==> config.mk <==
export PLATFORM = sky130hd
export DESIGN_NAME = led_status_command_controller
export DESIGN_NICKNAME = d
export VERILOG_FILES = /design/src/rtl/lsc_pkg.sv /design/src/rtl/lsc_line_buf.sv /design/src/rtl/lsc_timebase.sv /design/src/rtl/lsc_result.sv /design/src/rtl/led_status_command_controller.sv
export VERILOG_INCLUDE_DIRS = /design/src /design/src/rtl
export SDC_FILE = /design/constraint.sdc
export NUM_CORES = 1
export LEC_CHECK = 0
export BUFFER_PORTS_ARGS = -buffer_cell sky130_fd_sc_hd__buf_2
export CORE_ASPECT_RATIO = 1.1
export CORE_MARGIN = 10
export CORE_UTILIZATION = 40
export DETAILED_ROUTE_END_ITERATION = 16
export PLACE_DENSITY = 0.56
export SYNTH_ARGS = -nofsm -noshare
export SYNTH_HDL_FRONTEND = slang
export SYNTH_SLANG_ARGS = --single-unit
==> constraint.sdc <==
create_clock -name i_clk -period 24 [get_ports i_clk]
set_input_delay 2.4 -clock i_clk [delete_from_list [all_inputs] [get_ports i_clk]]
set_output_delay 2.4 -clock i_clk [all_outputs]
set_load 0.1 [all_outputs]
==> src/rtl/led_status_command_controller_assert.svh <==
// ---------------------------------------------------------------------------
// assertion macros for the led status command controller
// ---------------------------------------------------------------------------
`ifndef LED_STATUS_COMMAND_CONTROLLER_ASSERT_SVH
`define LED_STATUS_COMMAND_CONTROLLER_ASSERT_SVH

// same-cycle implication, checked outside reset
`define LSC_ASSERT_NOW(label, clk, rst_n, ante, cons, msg) \
    label: assert property (@(posedge clk) disable iff (!(rst_n)) \
        (ante) |-> (cons)) else $error(msg);

// next-cycle implication, checked outside reset
`define LSC_ASSERT_NEXT(label, clk, rst_n, ante, cons, msg) \
    label: assert property (@(posedge clk) disable iff (!(rst_n)) \
        (ante) |=> (cons)) else $error(msg);

`endif

==> src/rtl/lsc_pkg.sv <==
// ---------------------------------------------------------------------------
// lsc_pkg
// types, codes, keyword table and timing constants of the led status
// command controller
// ---------------------------------------------------------------------------
package lsc_pkg;

    // line buffer size and derived widths
    localparam int LINE_BYTES = 12;
    localparam int LEN_W      = $clog2(LINE_BYTES + 1);
    localparam int IDX_W      = $clog2(LINE_BYTES);

    // request kinds
    localparam logic REQ_BYTE = 1'b0;
    localparam logic REQ_TICK = 1'b1;

    // configuration register indexes (paddr[2])
    localparam logic REG_HEARTBEAT = 1'b0;

    // line terminator and text cut byte
    localparam logic [7:0] CHAR_END  = 8'h3B;
    localparam logic [7:0] CHAR_NULL = 8'h00;

    // drive levels
    localparam logic [7:0] LEVEL_ON  = 8'hFF;
    localparam logic [7:0] LEVEL_OFF = 8'h00;

    // timing constants in milliseconds
    localparam int BREATH_MS   = 4000;
    localparam int HALF_MS     = 2000;
    localparam int SLOW_MS     = 3000;
    localparam int QUICK_MS    = 1000;
    localparam int FRAME_MS    = 5000;
    localparam int OVERLAY_MS  = 4000;
    localparam int BLINK_ON_MS = 1000;
    localparam int SLOW_ON_MS  = 1500;
    localparam int QUICK_ON_MS = 500;

    // phase counter widths
    localparam int P4_W = $clog2(BREATH_MS);
    localparam int H_W  = $clog2(HALF_MS);
    localparam int P3_W = $clog2(SLOW_MS);
    localparam int P5_W = $clog2(FRAME_MS);
    localparam int SQ_W = 22;
    localparam int TO_W = 27;

    // breathing curve: (255*n + ROUND) / SQ_FULL via reciprocal of 15625
    localparam int SQ_FULL     = 4000000;
    localparam int SQ_ROUND    = 2000000;
    localparam int CURVE_W     = SQ_W + 8;
    localparam int RECIP_W     = 23;
    localparam int RECIP       = 4398047;
    localparam int RECIP_SHIFT = 36;
    localparam int PROD_W      = SQ_W + RECIP_W;

    typedef enum logic [1:0] {
        MODE_RED   = 2'd0,
        MODE_BLUE  = 2'd1,
        MODE_DEMO  = 2'd2,
        MODE_ERROR = 2'd3
    } t_mode;

    typedef enum logic [2:0] {
        PAT_BREATH = 3'd0,
        PAT_BLINK  = 3'd1,
        PAT_SLOW   = 3'd2,
        PAT_QUICK  = 3'd3,
        PAT_SOLID  = 3'd4,
        PAT_OFF    = 3'd5
    } t_pattern;

    typedef enum logic [1:0] {
        ACT_MODE    = 2'd0,
        ACT_PATTERN = 2'd1,
        ACT_BATTERY = 2'd2,
        ACT_HEART   = 2'd3
    } t_action;

    typedef enum logic [1:0] {
        REPLY_NONE = 2'd0,
        REPLY_ACK  = 2'd1,
        REPLY_NAK  = 2'd2
    } t_reply;

    localparam logic [2:0] ARG_BATT_LOW  = 3'd1;
    localparam logic [2:0] ARG_BATT_GOOD = 3'd0;
    localparam logic [2:0] ARG_NONE      = 3'd0;

    // keyword table
    localparam int KW_COUNT = 11;
    localparam int KW_MAX   = 11;

    localparam logic [8*KW_MAX-1:0] KW_TEXT [KW_COUNT] = '{
        88'("RedTeam"), 88'("BlueTeam"), 88'("Demo"), 88'("Disabled"),
        88'("Solid"), 88'("SlowBlink"), 88'("MediumBlink"), 88'("Off"),
        88'("LowBattery"), 88'("GoodBattery"), 88'("Heartbeat")
    };
    localparam int KW_LEN [KW_COUNT] = '{7, 8, 4, 8, 5, 9, 11, 3, 10, 11, 9};
    localparam t_action KW_ACT [KW_COUNT] = '{
        ACT_MODE, ACT_MODE, ACT_MODE, ACT_PATTERN, ACT_PATTERN, ACT_PATTERN,
        ACT_PATTERN, ACT_PATTERN, ACT_BATTERY, ACT_BATTERY, ACT_HEART
    };
    localparam logic [2:0] KW_ARG [KW_COUNT] = '{
        3'(MODE_RED), 3'(MODE_BLUE), 3'(MODE_DEMO), PAT_BREATH, PAT_SOLID,
        PAT_SLOW, PAT_BLINK, PAT_OFF, ARG_BATT_LOW, ARG_BATT_GOOD, ARG_NONE
    };

    typedef struct packed {
        logic       req_type;
        logic [7:0] serial_byte;
    } t_req_item;

    typedef struct packed {
        logic [7:0] red_level;
        logic [7:0] green_level;
        logic [7:0] blue_level;
        logic [7:0] brightness;
        logic [1:0] reply_code;
    } t_res_item;

    // decoded command at the end of a line
    typedef struct packed {
        logic       line_end;
        logic       known;
        t_action    act;
        logic [2:0] arg;
    } t_line_cmd;

    // millisecond phases used by the patterns
    typedef struct packed {
        logic [P4_W-1:0] p4;
        logic [H_W-1:0]  h;
        logic [SQ_W-1:0] sq;
        logic [P3_W-1:0] p3;
        logic [P5_W-1:0] p5;
    } t_phase;

endpackage

==> src/rtl/lsc_line_buf.sv <==
// ---------------------------------------------------------------------------
// lsc_line_buf
// collects command bytes into a line and matches it against the keywords
// ---------------------------------------------------------------------------
module lsc_line_buf import lsc_pkg::*; (
    input  logic      i_clk,
    input  logic      i_rst_n,
    input  logic      i_accept,
    input  t_req_item i_item,
    output t_line_cmd o_cmd
);

    logic [7:0]       r_buf [LINE_BYTES];
    logic [LEN_W-1:0] r_len;
    logic             r_ovf;
    logic             is_byte;
    logic             is_end;
    logic             has_room;
    logic [KW_COUNT-1:0] hit;

    assign is_byte  = i_accept && (i_item.req_type == REQ_BYTE);
    assign is_end   = i_item.serial_byte == CHAR_END;
    assign has_room = r_len < LEN_W'(LINE_BYTES);

    always_ff @(posedge i_clk) begin
        if (!i_rst_n) begin
            r_len <= '0;
            r_ovf <= 1'b0;
        end else if (is_byte) begin
            if (is_end) begin
                r_len <= '0;
                r_ovf <= 1'b0;
            end else if (has_room) begin
                r_len <= r_len + LEN_W'(1);
            end else begin
                r_ovf <= 1'b1;
            end
        end
    end

    // storage only, no reset
    always_ff @(posedge i_clk) begin
        if (is_byte && !is_end && has_room) begin
            r_buf[r_len[IDX_W-1:0]] <= i_item.serial_byte;
        end
    end

    // one comparator per keyword
    for (genvar k = 0; k < KW_COUNT; k++) begin : g_kw
        logic [KW_MAX-1:0] eq;
        logic              ends_here;

        for (genvar i = 0; i < KW_MAX; i++) begin : g_byte
            if (i < KW_LEN[k]) begin : g_cmp
                assign eq[i] = r_buf[i] == KW_TEXT[k][(KW_LEN[k]-1-i)*8 +: 8];
            end else begin : g_pad
                assign eq[i] = 1'b1;
            end
        end

        // line ends right after the text, or a null byte cuts it there
        if (KW_LEN[k] < LINE_BYTES) begin : g_cut
            assign ends_here = ((r_len == LEN_W'(KW_LEN[k])) && !r_ovf)
                || ((r_len > LEN_W'(KW_LEN[k])) && (r_buf[KW_LEN[k]] == CHAR_NULL));
        end else begin : g_full
            assign ends_here = (r_len == LEN_W'(KW_LEN[k])) && !r_ovf;
        end

        assign hit[k] = (&eq) && ends_here;
    end

    always_comb begin
        o_cmd          = '0;
        o_cmd.line_end = (i_item.req_type == REQ_BYTE) && is_end;
        o_cmd.act      = ACT_MODE;
        for (int k = KW_COUNT - 1; k >= 0; k--) begin
            if (hit[k]) begin
                o_cmd.known = 1'b1;
                o_cmd.act   = KW_ACT[k];
                o_cmd.arg   = KW_ARG[k];
            end
        end
    end

endmodule

==> src/rtl/lsc_timebase.sv <==
// ---------------------------------------------------------------------------
// lsc_timebase
// millisecond counter, pattern phases and heartbeat timeout
// ---------------------------------------------------------------------------
module lsc_timebase import lsc_pkg::*; (
    input  logic            i_clk,
    input  logic            i_rst_n,
    input  logic            i_tick,
    input  logic            i_hb_hit,
    input  logic [TO_W-1:0] i_timeout,
    output t_phase          o_phase,
    output logic            o_timed_out
);

    logic [31:0] r_ms;
    logic [31:0] r_last;
    t_phase      r_ph;
    t_phase      n_ph;
    logic [31:0] n_ms;
    logic [31:0] n_last;
    logic [31:0] age;

    always_comb begin
        n_ph = r_ph;
        if (i_tick) begin
            if (&r_ms) begin
                // counter wraps: every residue restarts
                n_ph = '0;
            end else begin
                n_ph.p4 = (r_ph.p4 == P4_W'(BREATH_MS - 1)) ? '0 : r_ph.p4 + P4_W'(1);
                n_ph.p3 = (r_ph.p3 == P3_W'(SLOW_MS - 1)) ? '0 : r_ph.p3 + P3_W'(1);
                n_ph.p5 = (r_ph.p5 == P5_W'(FRAME_MS - 1)) ? '0 : r_ph.p5 + P5_W'(1);
                if (r_ph.h == H_W'(HALF_MS - 1)) begin
                    n_ph.h  = '0;
                    n_ph.sq = '0;
                end else begin
                    // (h+1)^2 = h^2 + 2h + 1
                    n_ph.h  = r_ph.h + H_W'(1);
                    n_ph.sq = r_ph.sq + SQ_W'({r_ph.h, 1'b1});
                end
            end
        end
    end

    assign n_ms        = i_tick ? r_ms + 32'd1 : r_ms;
    assign n_last      = i_hb_hit ? r_ms : r_last;
    assign age         = n_ms - n_last;
    assign o_timed_out = age > 32'(i_timeout);
    assign o_phase     = r_ph;

    always_ff @(posedge i_clk) begin
        if (!i_rst_n) begin
            r_ms   <= '0;
            r_last <= '0;
            r_ph   <= '0;
        end else begin
            r_ms   <= n_ms;
            r_last <= n_last;
            r_ph   <= n_ph;
        end
    end

endmodule

==> src/rtl/lsc_result.sv <==
// ---------------------------------------------------------------------------
// lsc_result
// forms colour, brightness and reply into the output register
// ---------------------------------------------------------------------------
module lsc_result import lsc_pkg::*; (
    input  logic      i_clk,
    input  logic      i_rst_n,
    input  logic      i_pend,
    input  logic      i_out_stall,
    input  t_mode     i_shown,
    input  t_pattern  i_pattern,
    input  logic      i_battery,
    input  t_reply    i_reply,
    input  t_phase    i_phase,
    output logic      o_load,
    output logic      o_out_valid,
    output t_res_item o_out_item
);

    logic                r_valid;
    t_res_item           r_item;
    t_res_item           n_item;
    logic [SQ_W-1:0]     level;
    logic [CURVE_W-1:0]  scaled;
    logic [PROD_W-1:0]   prod;
    logic [7:0]          breath;
    logic [H_W-1:0]      quick_ph;

    assign o_load = i_pend && (!r_valid || !i_out_stall);

    // breathing: (255*n + 2000000) / 4000000, rounded half up
    assign level  = (i_phase.p4 <= P4_W'(HALF_MS)) ? i_phase.sq
                                                   : SQ_W'(SQ_FULL) - i_phase.sq;
    assign scaled = {level, 8'h00} - CURVE_W'(level) + CURVE_W'(SQ_ROUND);
    assign prod   = PROD_W'(scaled[CURVE_W-1:8]) * PROD_W'(RECIP);
    assign breath = prod[RECIP_SHIFT +: 8];

    assign quick_ph = (i_phase.h >= H_W'(QUICK_MS)) ? i_phase.h - H_W'(QUICK_MS)
                                                    : i_phase.h;

    always_comb begin
        n_item            = '0;
        n_item.reply_code = i_reply;
        unique case (i_shown)
            MODE_RED: begin
                n_item.red_level = LEVEL_ON;
            end
            MODE_BLUE: begin
                n_item.blue_level = LEVEL_ON;
            end
            MODE_DEMO: begin
                n_item.green_level = LEVEL_ON;
            end
            MODE_ERROR: begin
                n_item.red_level   = LEVEL_ON;
                n_item.green_level = LEVEL_ON;
            end
        endcase
        // low battery: yellow in the last second of each frame
        if (i_battery && (i_phase.p5 > P5_W'(OVERLAY_MS))) begin
            n_item.red_level   = LEVEL_ON;
            n_item.green_level = LEVEL_ON;
            n_item.blue_level  = LEVEL_OFF;
        end
        unique case (i_pattern)
            PAT_BREATH: n_item.brightness = breath;
            PAT_BLINK:  n_item.brightness = (i_phase.h <= H_W'(BLINK_ON_MS)) ?
                                            LEVEL_ON : LEVEL_OFF;
            PAT_SLOW:   n_item.brightness = (i_phase.p3 <= P3_W'(SLOW_ON_MS)) ?
                                            LEVEL_ON : LEVEL_OFF;
            PAT_SOLID:  n_item.brightness = LEVEL_ON;
            PAT_OFF:    n_item.brightness = LEVEL_OFF;
            default:    n_item.brightness = (quick_ph <= H_W'(QUICK_ON_MS)) ?
                                            LEVEL_ON : LEVEL_OFF;
        endcase
    end

    always_ff @(posedge i_clk) begin
        if (!i_rst_n) begin
            r_valid <= 1'b0;
        end else if (o_load) begin
            r_valid <= 1'b1;
        end else if (!i_out_stall) begin
            r_valid <= 1'b0;
        end
    end

    always_ff @(posedge i_clk) begin
        if (o_load) begin
            r_item <= n_item;
        end
    end

    assign o_out_valid = r_valid;
    assign o_out_item  = r_item;

endmodule

==> src/rtl/led_status_command_controller.sv <==
// ---------------------------------------------------------------------------
// led_status_command_controller
// serial command line decoder and led colour / brightness pattern generator
// ---------------------------------------------------------------------------
// usage
//   input channel: one transaction is either a received serial byte or a
//   one-millisecond tick. bytes build a line up to ';', which is matched
//   against the keyword set and updates mode, pattern or battery flag, or
//   refreshes the heartbeat.
//   output channel: exactly one result transaction per input transaction,
//   carrying rgb drive, pattern brightness and a reply code.
//   apb port: register 0 at byte address 0 is the heartbeat period in
//   seconds; the timeout is twice this in milliseconds.
// timing
//   state is updated at the accepting edge, the result register is loaded
//   from that state once it is free, and o_out_valid rises with that load.
//   one transaction per cycle sustained while the receiver does not stall;
//   the keyword compare and the breathing reciprocal multiplier are combinational.
// reset and stall
//   reset gives demo mode, breathing pattern, battery good, counters zero.
//   while the receiver stalls a held result, one further transaction may be
//   accepted and parked; after that o_in_stall rises until the result moves.
// ---------------------------------------------------------------------------
`include "led_status_command_controller_assert.svh"

module led_status_command_controller import lsc_pkg::*; (
    input  logic        i_clk,
    input  logic        i_rst_n,
    // input channel
    input  logic        i_in_valid,
    output logic        o_in_stall,
    input  t_req_item   i_in_item,
    // output channel
    output logic        o_out_valid,
    input  logic        i_out_stall,
    output t_res_item   o_out_item,
    // configuration port
    input  logic        psel,
    input  logic        penable,
    input  logic        pwrite,
    input  logic [2:0]  paddr,
    input  logic [31:0] pwdata,
    output logic [31:0] prdata,
    output logic        pready
);

    // configuration
    logic [15:0]     r_hb_sec;
    logic [TO_W-1:0] r_timeout;
    logic            cfg_wr;

    // command state
    t_mode      r_cmd_mode;
    t_mode      r_shown;
    t_pattern   r_pattern;
    logic       r_battery;
    t_reply     r_reply;
    logic       r_pend;
    t_mode      n_cmd_mode;
    t_mode      n_shown;
    t_pattern   n_pattern;
    logic       n_battery;
    t_reply     n_reply;

    logic       accept;
    logic       load;
    logic       tick;
    logic       hb_hit;
    logic       timed_out;
    t_line_cmd  cmd;
    t_phase     phase;

    // ---------------------------------------------------------------------
    // apb register: period kept along with the precomputed timeout in ms
    // ---------------------------------------------------------------------
    assign pready = 1'b1;
    assign cfg_wr = psel && penable && pwrite && (paddr[2] == REG_HEARTBEAT);
    assign prdata = (paddr[2] == REG_HEARTBEAT) ? {16'h0000, r_hb_sec} : '0;

    always_ff @(posedge i_clk) begin
        if (!i_rst_n) begin
            r_hb_sec  <= 16'd1;
            r_timeout <= TO_W'(HALF_MS);
        end else if (cfg_wr) begin
            r_hb_sec  <= pwdata[15:0];
            // seconds * 2000 = s*2048 - s*32 - s*16
            r_timeout <= {pwdata[15:0], 11'h000} - TO_W'({pwdata[15:0], 5'h00})
                         - TO_W'({pwdata[15:0], 4'h0});
        end
    end

    // ---------------------------------------------------------------------
    // handshake: a transaction parks in the state registers until the
    // result stage takes it
    // ---------------------------------------------------------------------
    assign o_in_stall = r_pend && !load;
    assign accept     = i_in_valid && !o_in_stall;
    assign tick       = accept && (i_in_item.req_type == REQ_TICK);
    assign hb_hit     = accept && cmd.line_end && cmd.known && (cmd.act == ACT_HEART);

    always_ff @(posedge i_clk) begin
        if (!i_rst_n) begin
            r_pend <= 1'b0;
        end else if (accept) begin
            r_pend <= 1'b1;
        end else if (load) begin
            r_pend <= 1'b0;
        end
    end

    lsc_line_buf u_line (
        .i_clk    (i_clk),
        .i_rst_n  (i_rst_n),
        .i_accept (accept),
        .i_item   (i_in_item),
        .o_cmd    (cmd)
    );

    lsc_timebase u_time (
        .i_clk       (i_clk),
        .i_rst_n     (i_rst_n),
        .i_tick      (tick),
        .i_hb_hit    (hb_hit),
        .i_timeout   (r_timeout),
        .o_phase     (phase),
        .o_timed_out (timed_out)
    );

    // ---------------------------------------------------------------------
    // command decode: apply a finished line, then the heartbeat timeout
    // ---------------------------------------------------------------------
    always_comb begin
        n_cmd_mode = r_cmd_mode;
        n_shown    = r_shown;
        n_pattern  = r_pattern;
        n_battery  = r_battery;
        n_reply    = REPLY_NONE;
        if (cmd.line_end) begin
            if (cmd.known) begin
                unique case (cmd.act)
                    ACT_MODE:    n_cmd_mode = t_mode'(cmd.arg[1:0]);
                    ACT_PATTERN: n_pattern  = t_pattern'(cmd.arg);
                    ACT_BATTERY: n_battery  = cmd.arg[0];
                    ACT_HEART:   n_reply    = REPLY_ACK;
                endcase
            end else begin
                // unknown, empty or overlong line
                n_cmd_mode = MODE_ERROR;
                n_pattern  = PAT_SOLID;
                n_reply    = REPLY_NAK;
            end
            n_shown = n_cmd_mode;
        end
        if (timed_out) begin
            n_shown = MODE_ERROR;
        end
    end

    always_ff @(posedge i_clk) begin
        if (!i_rst_n) begin
            r_cmd_mode <= MODE_DEMO;
            r_shown    <= MODE_DEMO;
            r_pattern  <= PAT_BREATH;
            r_battery  <= 1'b0;
            r_reply    <= REPLY_NONE;
        end else if (accept) begin
            r_cmd_mode <= n_cmd_mode;
            r_shown    <= n_shown;
            r_pattern  <= n_pattern;
            r_battery  <= n_battery;
            r_reply    <= n_reply;
        end
    end

    // ---------------------------------------------------------------------
    // result stage with its own output register
    // ---------------------------------------------------------------------
    lsc_result u_result (
        .i_clk       (i_clk),
        .i_rst_n     (i_rst_n),
        .i_pend      (r_pend),
        .i_out_stall (i_out_stall),
        .i_shown     (r_shown),
        .i_pattern   (r_pattern),
        .i_battery   (r_battery),
        .i_reply     (r_reply),
        .i_phase     (phase),
        .o_load      (load),
        .o_out_valid (o_out_valid),
        .o_out_item  (o_out_item)
    );

    // ---------------------------------------------------------------------
    // assertions
    // ---------------------------------------------------------------------
    `LSC_ASSERT_NEXT(a_accept_parks, i_clk, i_rst_n, accept, r_pend,
        "accepted transaction not parked for the result stage")

    `LSC_ASSERT_NEXT(a_pend_held, i_clk, i_rst_n,
        r_pend && o_out_valid && i_out_stall, r_pend,
        "parked transaction dropped while the output was stalled")

    `LSC_ASSERT_NEXT(a_timeout_error, i_clk, i_rst_n, accept && timed_out,
        r_shown == MODE_ERROR, "heartbeat timeout did not force error mode")

    `LSC_ASSERT_NEXT(a_unknown_line, i_clk, i_rst_n,
        accept && cmd.line_end && !cmd.known,
        (r_cmd_mode == MODE_ERROR) && (r_pattern == PAT_SOLID) && (r_reply == REPLY_NAK),
        "unknown line did not select error mode with solid pattern")

endmodule

* After elaboration in Yosys (flattened, before gate mapping) *
Memory sizes are Yosys's and may differ from the RTL's.
Cells that the tools add are included.

storage, ports and cells
  RAM bits = 96
  register bits = 228
  memories kept = 1
  output and inout port bits = 69
  bits of input ports = 51

cells by class
  eq/ne operators = 95
  multipliers = 1
  $lt $le $gt $ge = 16
  reductions and logical operators = 91
  bitwise gates (word level) = 2
  muxes and demuxes = 47
  add/subtract/negate cells = 14

memory list
  name          words  bits a word  rd ports  clocked after memory_dff  write ports  RTL line            text
  u_line.r_buf  12     8            12        0                         1            lsc_line_buf.sv:13  logic [7:0] r_buf [LINE_BYTES];

operators by type and width
  operator                                               count
  == test 8 x 7 -> 1 bit, second input constant          69
  two-way mux 70 bit                                     1
  two-way mux 6 bit                                      11
  logical NOT 8 bit                                      8
  two-way mux 32 bit                                     2
  two-way mux 8 bit                                      6
  multiplier 22 x 23 -> 44 bit, second input constant    1
  logical AND 1 bit                                      42
  one-hot mux 8 bit (5 select lines)                     1
  two-way mux 33 bit                                     1
  adder 32 x 1 -> 32 bit, second input constant          1
  greater-than comparator 32 x 27 -> 1 bit               1
  AND reduction 32 bit                                   1
  subtractor 32 bit                                      1
  adder 30 x 21 -> 30 bit, second input constant         1
  subtractor 30 x 22 -> 30 bit                           1
  subtractor 27 x 20 -> 27 bit                           1
  subtractor 27 x 21 -> 27 bit                           1
  adder 12 x 1 -> 12 bit, second input constant          2
  == test 12 bit, second input constant                  2
  <= comparator 12 x 11 -> 1 bit, second input constant  2
  two-way mux 12 bit                                     2
  adder 22 x 12 -> 22 bit                                1
  two-way mux 22 bit                                     1
  48 further kinds                                       106

* Logic depth before layout (Yosys ltp) *
Gate-level depths: netlist (run 1).
An unclocked memory read counts as a cell.

  depth in word-level cells = 23
  mapped depth = 51
  depth with buffers taken out = 50

* Hierarchy *
A second synthesis (run 1) with hierarchy kept.

unflattened totals
  cell total of the unflattened synthesis = 3,096
  area, all modules = 28,548.6 um^2

modules (own cells, without submodules)
  module                         cells an instance  area an instance (um^2)  times used  seq. area each (um^2)
  lsc_result                     1,197              11,119.4                 1           410.4
  lsc_timebase                   1,105              9,202.6                  1           2,682.6
  lsc_line_buf                   343                4,650.7                  1           2,982.9
  led_status_command_controller  451                3,575.9                  1           980.9

* Least setup slack after synthesis (run 1) *
Ideal clock, no wire load.

  path type = reg-to-reg
  start = register u_time.r_ph, in the netlist u_time.o_phase[58]
  end = register u_result.r_item, in the netlist u_result.o_out_item[9] (data pin)
  arrival time = 10.300 ns
  required time = 23.855 ns
  cell stages (with the launch flop) = 48
  path slack = 13.556 ns
  cell sequence = dfxtp_1 > inv_1 > ha_1 > or3b_4 > a21oi_4 > o21a_4 > clkbuf_1 > a21oi_1 > xor2_1 > ha_1 > inv_1 > ha_1 > a21oi_1 > o21bai_1 > a21oi_1 > o21ai_0 > a21oi_1 > o21ai_0 > [12 not listed] > fa_1 > fa_1 > inv_1 > fa_1 > inv_1 > ha_1 > and4_1 > a21oi_1 > o211ai_1 > a221oi_1 > a21oi_1 > a31o_2 > a21oi_1 > o21bai_1 > a21oi_1 > xnor2_1 > xnor3_1 > o21ai_1

RTL lines
  what                      RTL line            text
  start: declaration        lsc_timebase.sv:17  t_phase r_ph;
  start signal: assignment  lsc_timebase.sv:59  r_ph <= n_ph;
  end signal: assignment    lsc_result.sv:90    r_item <= n_item;
  end: declaration          lsc_result.sv:21    t_res_item r_item;

==> flow_summary.yaml, run 1 <==
synthesis:
  syn-cell-area_mm2: 0.0278
  synth_top_family_by_area: "adder cells"
  ys.flop_type: "dfxtp_1"
  seq_area_frac_synth_pct: 25.4
  synth_cells: 3054
  yosys-top-cells-area: "ha_1 16%, fa_1 14%, dfxtp_1 14%"
  synth_top_area_share_pct: 15.7
  synth.largest_area_cell: "ha_1"
  ys_types: 94
  syn_avg_cell_area_um2: 9.09
  synthArstFlopShare_pct: 0
  synthSimpleGateAreaFrac_pct: 19.1
  synth_xor_area_share_pct: 5.84
  synth-seq-cells: 298
  synthAdderAreaFrac_pct: 29.4
  synth.mux.area_fraction_pct: 1.42
  synth_edf_count: 109
  synth_compound_area_share_pct: 11.2
  synth_warnings: 0
sta:
  tightest_slew_ns: 1.32
  hold_viol: 0
  finalSetupViolations: 0
  fin_tns_setup_ns: 0
  final-max-slew-violation-count: 0
  slew_headroom_pct: 11.3
  period_minus_slack_ns: 12.46
  clock_skew_ns: 0.0212
  period_share_pct: 51.9
  rsz0062_at_grt: "false"
  clock.fmax_ghz: 0.0803
pwr:
  swShare_pct: 41.8
  switchingPower_mw: 1.03
  p_per_area_mw_per_mm2: 81.6
  internal_power_mw: 1.43
  peakVddDrop_mv: 0.0772
  power_frac_seq_pct: 21.9
  p_comb_share_pct: 55.2
  p_clk_share_pct: 22.8
  leakagePower_nw: 13.5
global_route:
  antenna_found_initial: 1
  track_usage_pct: 17.5
  grt_overflow: 0
  grt_pass1_vias: 21914
  grt_first_pass_wirelength_mm: 115
  grt_max_degree: 83
worst_setup_path:
  r2r-end: "u_result.o_out_item[6]$_DFFE_PP_"
  reg2reg_slack_ns: 11.54
  crit_type: "reg2reg"
  max_stage_delay_ns: 0.69
  crit_path_max_fanout: 7
  cp_data_arrival_time_ns: 12.69
  timing.rr.start: "u_time.o_phase[27]$_SDFFE_PN0P_"
  path_common_cell: "inv_1"
  cp_slowest_cell: "a2111oi_0"
  start_kind: "register"
  r2r.worst_path.cells: 46
  cp-end-kind: "register"
  required_ns: 24.24
drt:
  wl_met1_mm: 30.3
  drt-pass1-iter-count: 6
  drtIter0Drc: 1158
  avgViaCountPerCell: 5.29
  dr.max_layer_used: "met5"
  drc_errors: 0
  wl_met3_mm: 2.82
  dr_wl_met2_mm: 35.8
  wirelength_mm: 70.8
  via_count: 21412
  wl_per_cell_um: 17.5
  ant_nets: 0
place:
  place.gp.congestion: 0.924
  port_buffers: 84
  hpwl_mm: 57.2
  dpl_cell_area_mm2: 0.0290
floorplanning:
  start_util_pct: 40.3
  die_y_um: 296
  coreArea_mm2: 0.0689
  die_w_um: 271
  die_area_mm2: 0.0803
  rows: 101
  io_pins: 120
final_layout:
  design_area_mm2: 0.0302
  final_cell_mix: "412 x inv_1, 349 x ha_1, 214 x nand2_1"
  synthToLayoutAreaGrowth_pct: 8.76
  nNetsFinal: 3686
  fill_cells: 6715
  antenna_cells: 0
  mostFrequentLayoutCell: "inv_1"
  drive_gt1_share_pct: 6.15
hold_path:
  whs_endpoint: "u_result.o_out_item[0]$_DFFE_PP_"
  hp-start: "r_reply[0]$_SDFFE_PN0P_"
  hp-class: "reg2reg"
  hold_depth: 0
clock_network:
  clock_path_buffers: 3
  htree_levels: 2
  clkSlewWorstSetupHoldPaths_ns: 0.06
  cts-root-buf: "clkbuf_16"
  cts_resized: 0
  cts-buffers-inserted: 35
  cts_hold_buf: 0
  clock-sinks: 298
  post_cts_buffers: 0
  clock_insertion_delay_worst_skew_ns: 0.55
  cts_tree: "yes"
run_status:
  run_status: "completed"
flow_run:
  maxCapViolCount: 0
==> how the worst max path moves through the flow <==
stage                                          startpoint                                to  slack, ns  cells after the start
after CTS                 u_time.o_phase[27]$_SDFFE_PN0P_  u_result.o_out_item[6]$_DFFE_PP_      11.67                     46
after global routing      u_time.o_phase[27]$_SDFFE_PN0P_  u_result.o_out_item[6]$_DFFE_PP_      10.61                     46
after global placement    u_time.o_phase[27]$_SDFFE_PN0P_  u_result.o_out_item[6]$_DFFE_PP_      11.90                     45
final                     u_time.o_phase[27]$_SDFFE_PN0P_  u_result.o_out_item[6]$_DFFE_PP_      11.54                     46
after floorplan           u_time.o_phase[58]$_SDFFE_PN0P_  u_result.o_out_item[9]$_DFFE_PP_      13.56                     47
after detailed placement  u_time.o_phase[27]$_SDFFE_PN0P_  u_result.o_out_item[6]$_DFFE_PP_      11.71                     46
==> area by class of cell <==
class	count	area (um^2)	share of cell area [%]
multi-input combinational	2248	18700	61.9
sequential	298	7060	23.4
inverter	414	1550	5.15
tap	927	1160	3.84
clock buffer	44	951	3.15
timing repair buffer	99	536	1.77
clock inverter	18	260	0.862
==> through the flow <==
step / cells / setup slack [ns] / total power [mW] / utilization (%) / hold slack (ns)
finish: 4048 / 11.54 / 2.46 / 43.8 / 0.436
global route: 4048 / 10.61 / 2.72 / 43.8 / 0.450
CTS: 4048 / 11.67 / 2.50 / 43.8 / 0.443
detailed placement: 3986 / 11.71 / 1.92 / 42.1 / 0.419
global placement: 3986 / 11.90 / 1.90 / 42.1 / 0.423
floorplan: 3069 / 13.56 / 1.56 / - / 0.408
==> cell usage after synthesis, types with 15 or more instances <==
| cell type | n |
|---|---|
| inv_1 | 412 |
| ha_1 | 349 |
| nand2_1 | 214 |
| fa_1 | 190 |
| dfxtp_1 | 189 |
| nor2_1 | 185 |
| a21oi_1 | 135 |
| o21ai_0 | 121 |
| edfxtp_1 | 109 |
| xnor2_1 | 108 |
| nor2b_1 | 89 |
| nand3_1 | 78 |
| and2_1 | 69 |
| nand4_1 | 69 |
| xor2_1 | 69 |
| clkbuf_1 | 68 |
| nor3_1 | 44 |
| nor4_1 | 42 |
| buf_4 | 38 |
| a21o_1 | 37 |
| a21boi_0 | 35 |
| mux2i_1 | 35 |
| and3_1 | 26 |
| nand2b_1 | 25 |
| or3_1 | 23 |
| a31oi_1 | 17 |
| nand3b_1 | 16 |
| o211ai_1 | 15 |
| o21a_1 | 15 |
| o21bai_1 | 15 |
==> registers in the layout (all words and copies together), names as in the netlist <==
name,flops
u_line.r_len,4
u_time.r_last,32
r_hb_sec,16
u_result.o_out_item,13
r_pattern,3
r_pend,1
r_reply,2
r_shown,2
u_line.r_buf,96
u_line.r_ovf,1
u_time.r_ms,32
u_result.o_out_valid,1
r_cmd_mode,2
u_time.o_phase,70
r_timeout,22
r_battery,1
==> power groups by stage <==
stage	Clock, mW	Combinational [mW]	Sequential (mW)
final	0.562	1.36	0.540
after global placement	0	1.35	0.551
after detailed placement	0	1.37	0.551
after global routing	0.595	1.59	0.541
after CTS	0.577	1.39	0.540
after floorplan	0	0.991	0.567
==> metal layers <==
layer  global-route usage [%]  vias up
li1                         -    10506
met4                     5.29        2
met5                        0        -
met3                     2.31      118
met2                     32.2      417
met1                     20.9    10369
==> critical path: cells and delay by family (launching register included) <==
| family | cells | cell delay, ns |
|---|---|---|
| adders and majority gates | 11 | 4.57 |
| buffers and inverters | 9 | 0.70 |
| AOI/OAI and AO/OA | 17 | 4.10 |
| DFF | 1 | 0.40 |
| and+or+nand+nor | 6 | 1.83 |
| xor gates and xnor gates | 3 | 0.55 |
==> cell families (layout without fill, tap and decap cells) <==
family / Yosys count / after routing
adders and majority gates: 539 / 539
buffers and inverters: 523 / 575
and+or+nand+nor: 986 / 986
DFF: 298 / 298
AOI/OAI and AO/OA: 486 / 486
other: 2 / 17
muxes: 39 / 39
xor gates and xnor gates: 181 / 181
Note: power is estimated with default switching activity, not from simulation.
==> run 2, diff against run 1 <==
--- a/config.mk
+++ b/config.mk
@@ -6,12 +6,13 @@
 export SDC_FILE = /design/constraint.sdc
 export NUM_CORES = 1
 export LEC_CHECK = 0
+export ABC_AREA = 1
 export BUFFER_PORTS_ARGS = -buffer_cell sky130_fd_sc_hd__buf_2
 export CORE_ASPECT_RATIO = 1.1
 export CORE_MARGIN = 10
 export CORE_UTILIZATION = 40
 export DETAILED_ROUTE_END_ITERATION = 16
-export PLACE_DENSITY = 0.56
+export PLACE_DENSITY = 0.58
 export SYNTH_ARGS = -nofsm -noshare
 export SYNTH_HDL_FRONTEND = slang
 export SYNTH_SLANG_ARGS = --single-unit
==> constraint.sdc (replaced) <==
create_clock -name i_clk -period 10.2 [get_ports i_clk]
set_input_delay 1.02 -clock i_clk [delete_from_list [all_inputs] [get_ports i_clk]]
set_output_delay 1.02 -clock i_clk [all_outputs]
set_load 0.1 [all_outputs]
==> run 2 against run 1 <==
Effect of this change:
- power up 86%
- critical path depth up 6
- worst hold slack worse by 0.0045 ns
- clock power up 140%
- clock skew up 0.013 ns
- register-to-register slack worse by 11 ns
- combinational power up 43%
- sequential power up 130%
- via count up 23%
- setup slack worse by 11 ns
- non-clock buffer count up 29
==> flow_summary.yaml, run 2 <==
synthesis:
  synth_common_cells: "792 x inv_1, 613 x nand2_1, 483 x nor2_1"
  synth_cells: 4063
  seq_area_frac_synth_pct: 23.3
  synth_top_area_share_pct: 14.4
  synth-seq-cells: 298
  yosys-top-cells-area: "ha_1 14%, fa_1 13%, dfxtp_1 13%"
  syn-cell-area_mm2: 0.0303
  synth.largest_area_cell: "ha_1"
  ys_types: 67
  yosysMostFrequentCell: "inv_1"
  syn_avg_cell_area_um2: 7.45
  synth_edf_count: 109
  ys.flop_type: "dfxtp_1"
  synthArstFlopShare_pct: 0
  synth_warnings: 0
worst_setup_path:
  r2r-end: "u_result.o_out_item[9]$_DFFE_PP_"
  cp-end-kind: "register"
  max_stage_delay_ns: 0.55
  crit_type: "reg2reg"
  crit_path_max_fanout: 4
  reg2reg_slack_ns: 0.60
  timing.critical_path.buf_inv: 9
  path_common_cell: "nand2_1"
  cp_data_arrival_time_ns: 9.85
  start_kind: "register"
  timing.rr.start: "u_time.o_phase[26]$_SDFFE_PN0P_"
  required_ns: 10.45
  critPathTopFamily: "adder cells"
  cp_slowest_cell: "fa_1"
  r2r.worst_path.cells: 52
flow_run:
  maxCapViolCount: 0
final_layout:
  final_cells: 5149
  largest_reg_flops: 96
  ff_latch_area_mm2: 0.00706
  antenna_cells: 0
  mostFrequentLayoutCell: "inv_1"
  final_cell_mix: "788 x inv_1, 611 x nand2_1, 473 x nor2_1"
  drive_gt1_share_pct: 7.33
  synthToLayoutAreaGrowth_pct: 9.83
  fill_cells: 7646
  multiInputGateArea_mm2: 0.0199
  nNetsFinal: 4747
place:
  hpwl_mm: 72.7
  port_buffers: 84
  place.gp.congestion: 0.967
  placedCellCount: 5078
floorplanning:
  die_w_um: 282
  rows: 105
  die_area_mm2: 0.0870
  start_util_pct: 40.5
  die_y_um: 308
  io_pins: 120
  coreArea_mm2: 0.0748
drt:
  ant_nets: 0
  wirelength_mm: 88.3
  drc_errors: 0
  via_count: 26248
  drt-pass1-iter-count: 6
  avgViaCountPerCell: 5.10
  wl_per_cell_um: 17.1
  drtIter0Drc: 1637
pwr:
  leakagePower_nw: 15.8
  p_clk_share_pct: 29.9
  internal_power_mw: 2.74
  switchingPower_mw: 1.83
  swShare_pct: 40.0
  peakVddDrop_mv: 0.237
  p_per_area_mw_per_mm2: 138
  p_comb_share_pct: 42.6
  power_frac_seq_pct: 27.6
global_route:
  grt_overflow: 0
  grt_first_pass_wirelength_mm: 140
  grt_max_degree: 66
  antenna_found_initial: 1
  track_usage_pct: 20.2
  grt_pass1_vias: 25861
hold_path:
  hold_depth: 0
  whs_endpoint: "u_result.o_out_item[0]$_DFFE_PP_"
  hp-start: "r_reply[0]$_SDFFE_PN0P_"
  hp-class: "reg2reg"
clock_network:
  cts_hold_buf: 0
  clkSlewWorstSetupHoldPaths_ns: 0.06
  cts-root-buf: "clkbuf_16"
  htree_levels: 2
  clock_path_buffers: 3
  clock-sinks: 298
  clock_insertion_delay_worst_skew_ns: 0.58
  cts-buffers-inserted: 37
  cts_tree: "yes"
sta:
  holdWs_ns: 0.431
  clock.fmax_ghz: 0.104
  hold_viol: 0
  finalSetupViolations: 0
  period_minus_slack_ns: 9.60
  fin_tns_setup_ns: 0
  clock_skew_ns: 0.0337
  final-max-slew-violation-count: 0
  period_share_pct: 94.1
  rsz0062_at_grt: "true"
  tightest_slew_ns: 1.25
  slew_headroom_pct: 16.2
run_status:
  run_status: "completed"
[run 2: worst register-to-register path: cells and delay by family, from the launching register on]
family / cells / cell delay, ns
AOI/OAI and AO/OA: 9 / 1.39
adders and majority gates: 11 / 4.76
DFF: 1 / 0.35
buffers and inverters: 9 / 0.70
xor gates and xnor gates: 1 / 0.17
and+or+nand+nor: 22 / 1.94
[run 2: repair_timing]
item,in CTS,in global routing
setup buffers,0,3
resized for setup,0,53
setup endpoints to repair,0,8
[run 2: kinds of logic after synthesis]
logic type      share of synthesized area [%]
other cells                            0.0248
mux                                     0.165
fa+ha+maj                                27.0
flops                                    23.3
buf+inv                                  11.7
simple gates                             24.1
xor+xnor                                 3.33
compound gates                           10.3
[run 2: cell type report]
cell class                      count  area share [%]
Clock buffer                       47            3.02
Timing Repair Buffer              128            2.26
Inverter                          813            9.19
Multi-Input combinational cell   2879            59.9
Sequential cell                   298            21.3
Clock inverter                     21           0.738
Tap cell                          963            3.63
[run 2: how the worst max path moves through the flow]
stage | slack (ns) | startpoint | to | depth (start not counted)
floorplan | 1.15 | u_time.o_phase[25]$_SDFFE_PN0P_ | u_result.o_out_item[9]$_DFFE_PP_ | 52
finish | 0.60 | u_time.o_phase[26]$_SDFFE_PN0P_ | u_result.o_out_item[9]$_DFFE_PP_ | 52
global placement | 0.21 | u_time.o_phase[26]$_SDFFE_PN0P_ | u_result.o_out_item[9]$_DFFE_PP_ | 53
detailed placement | 0.11 | u_time.o_phase[26]$_SDFFE_PN0P_ | u_result.o_out_item[9]$_DFFE_PP_ | 53
global route | -0.07 | u_time.o_phase[27]$_SDFFE_PN0P_ | u_result.o_out_item[9]$_DFFE_PP_ | 54
CTS | 0.09 | u_time.o_phase[26]$_SDFFE_PN0P_ | u_result.o_out_item[9]$_DFFE_PP_ | 53
[run 2: metal layers]
metal,up-vias,share of wire [%],track usage [%]
met3,143,4.1,2.63
li1,13339,-,-
met1,12224,46,26.4
met5,-,0,0
met4,0,3.0,5.98
met2,542,47,34.2
[run 2: through the flow]
step | area [um^2] | setup WS, ns | utilization (%) | power (mW)
2_1_floorplan | 30300 | 1.15 | - | 2.73
3_3_place_gp | 31800 | 0.210 | 42.5 | 3.20
3_5_place_dp | 31800 | 0.114 | 42.5 | 3.22
4_1_cts | 33000 | 0.0914 | 44.2 | 4.61
5_1_grt | 33200 | -0.0706 | 44.4 | 4.95
6_report | 33200 | 0.599 | 44.4 | 4.57
[run 2: power by group through the flow]
stage	clock network [mW]	logic [mW]	registers (mW)
3_5_place_dp	0	1.93	1.29
6_report	1.36	1.94	1.26
2_1_floorplan	0	1.43	1.30
4_1_cts	1.41	1.95	1.26
5_1_grt	1.45	2.25	1.26
3_3_place_gp	0	1.92	1.28
==> run 3, diff against run 2 <==
--- a/config.mk
+++ b/config.mk
@@ -15,4 +15,5 @@
 export PLACE_DENSITY = 0.58
 export SYNTH_ARGS = -nofsm -noshare
 export SYNTH_HDL_FRONTEND = slang
+export SYNTH_HIERARCHICAL = 1
 export SYNTH_SLANG_ARGS = --single-unit
==> run 3 against run 2 <==
Effect of this change:
- flip-flop and latch count did not move
- clock power rose by 6%
- critical path type unchanged
- clock skew fell by 0.0097 ns
- highest routed layer unchanged
- combinational power fell by 9.8%
- power fell by 2.6%
- count of clock-buffer cells in the layout rose by 6
- area after synthesis rose by 2.2%
==> flow_summary.yaml, run 3 <==
run_status:
  run_status: "completed"
global_route:
  grt_first_pass_wirelength_mm: 133
  track_usage_pct: 18.3
  grt_max_degree: 67
  grt_pass1_vias: 25649
  antenna_found_initial: 3
  grt_overflow: 0
synthesis:
  synth_top_family_by_area: "adder cells"
  synth_common_cells: "822 x inv_1, 790 x nand2_1, 496 x nor2_1"
  synth_cells: 4188
  ys.flop_type: "dfxtp_1"
  synthArstFlopShare_pct: 0
  synth_warnings: 6
  seq_area_frac_synth_pct: 22.8
  synth.mux.area_fraction_pct: 0.162
  yosysMostFrequentCell: "inv_1"
  synth_top_area_share_pct: 14.0
  ys_types: 69
  synthAdderAreaFrac_pct: 26.3
  synth_edf_count: 109
  syn-cell-area_mm2: 0.0309
  synth_xor_area_share_pct: 3.44
  syn_avg_cell_area_um2: 7.38
  synth.largest_area_cell: "ha_1"
  yosys-top-cells-area: "ha_1 14%, fa_1 12%, dfxtp_1 12%"
  synth_compound_area_share_pct: 9.00
  synth-seq-cells: 298
  synthSimpleGateAreaFrac_pct: 26.2
worst_setup_path:
  timing.critical_path.buf_inv: 7
  crit_type: "reg2reg"
  cp-end-kind: "register"
  crit_path_max_fanout: 9
  crit_path_start: "u_time/o_phase[42]$_SDFFE_PN0P_"
  timing.rr.start: "u_time/o_phase[42]$_SDFFE_PN0P_"
  required_ns: 10.44
  critPathTopFamily: "adder cells"
  path_common_cell: "fa_1"
  cp_slowest_cell: "fa_1"
  start_kind: "register"
  cp_data_arrival_time_ns: 9.81
  max_stage_delay_ns: 0.56
sta:
  tightest_slew_ns: 1.20
  finalSetupViolations: 0
  rsz0062_at_grt: "false"
  clock_skew_ns: 0.0240
  hold_viol: 0
  slew_headroom_pct: 19.7
  period_minus_slack_ns: 9.56
  final-max-slew-violation-count: 0
  clock.fmax_ghz: 0.105
  fin_tns_setup_ns: 0
  period_share_pct: 93.8
floorplanning:
  rows: 106
  start_util_pct: 40.5
  coreArea_mm2: 0.0763
  io_pins: 120
  die_y_um: 312
  die_w_um: 285
  die_area_mm2: 0.0888
drt:
  dr.max_layer_used: "met4"
  wl_per_cell_um: 15.5
  wirelength_mm: 83.1
  drtIter0Drc: 1449
  wl_met3_mm: 3.38
  wl_met1_mm: 37.6
  avgViaCountPerCell: 4.90
  ant_nets: 0
  dr_wl_met2_mm: 40.2
  drc_errors: 0
  via_count: 26197
  drt-pass1-iter-count: 6
hold_path:
  hp-class: "reg2reg"
  hp-start: "r_hb_sec[7]$_SDFFE_PN0P_"
clock_network:
  clock_path_buffers: 3
  clock-sinks: 298
  clkSlewWorstSetupHoldPaths_ns: 0.06
  cts-root-buf: "clkbuf_16"
  htree_levels: 2
  cts_hold_buf: 0
  clock_insertion_delay_worst_skew_ns: 0.57
  cts_tree: "yes"
  cts-buffers-inserted: 39
final_layout:
  final_cells: 5343
  mostFrequentLayoutCell: "inv_1"
  final_cell_mix: "818 x inv_1, 789 x nand2_1, 493 x nor2_1"
  largest_reg_flops: 96
  synthToLayoutAreaGrowth_pct: 9.66
  drive_gt1_share_pct: 9.29
  fill_cells: 7865
  nNetsFinal: 4873
  ff_latch_area_mm2: 0.00706
  multiInputGateArea_mm2: 0.0203
pwr:
  peakVddDrop_mv: 0.181
  leakagePower_nw: 16.6
  p_per_area_mw_per_mm2: 131
flow_run:
  maxCapViolCount: 0
place:
  hpwl_mm: 68.5
  port_buffers: 84
  place.gp.congestion: 0.938
  placedCellCount: 5270
[run 3: final timing paths]
path                                            to  slack (ns)  cells after the start
hold reg to reg           r_hb_sec[7]$_SDFFE_PN0P_        0.45                      2
hold / removal            r_hb_sec[7]$_SDFFE_PN0P_        0.45                      2
setup / recovery  u_result/o_out_item[7]$_DFFE_PP_        0.64                     36
setup reg to reg  u_result/o_out_item[7]$_DFFE_PP_        0.64                     36
[run 3: metrics by stage]
| step | hold WS [ns] | util (%) | power [mW] | setup slack [ns] | instance area, um^2 |
|---|---|---|---|---|---|
| global route | 0.471 | 44.4 | 4.81 | 0.0225 | 33900 |
| CTS | 0.453 | 44.3 | 4.51 | 0.205 | 33800 |
| global placement | 0.442 | 42.6 | 3.03 | 0.261 | 32500 |
| detailed placement | 0.444 | 42.6 | 3.04 | 0.249 | 32500 |
| finish | 0.451 | 44.4 | 4.45 | 0.637 | 33900 |
| floorplan | 0.409 | - | 2.61 | 1.33 | 31000 |
[run 3: tightest hold or removal path, delay by kind of cell, from the launching register on]
kind                   cells  cell delay [ns]
AOI/OAI and AO/OA          1             0.05
buffers and inverters      1             0.06
DFF                        1             0.30
[run 3: cells by family after synthesis]
group / after synthesis
compound gates: 488
xor+xnor: 116
simple gates: 1813
buf+inv: 930
other cells: 2
fa+ha+maj: 536
flops: 298
mux: 5
[run 3: cell type report]
class	count	area share, %
diodes	1	0.00738
clock buffers	53	3.27
clock inverters	18	0.694
inverters	846	9.39
multi-input cells	2979	59.9
flip-flops and latches	298	20.8
well taps	1026	3.79
repair buffers	122	2.08
[run 3: report_power, final]
group	total, mW	leakage (nW)	internal [mW]	switching (mW)
sequential	1.26	2.52	1.25	0.0127
clock	1.44	0.655	0.871	0.570
combinational	1.75	13.5	0.597	1.15
total	4.45	16.6	2.71	1.73
[run 3: layer usage]
metal	track usage [%]	up-vias
met5	0	-
met4	4.59	0
met3	2.26	100
met2	32.2	479
met1	23.4	12174
li1	-	13444
[run 3: timing repair]
| item | CTS | global route |
|---|---|---|
| endpoints found under the hold margin | 0 | 0 |
| gates resized for setup | 0 | 24 |
| setup buffers | 0 | 1 |
| setup endpoints to repair | 0 | 5 |
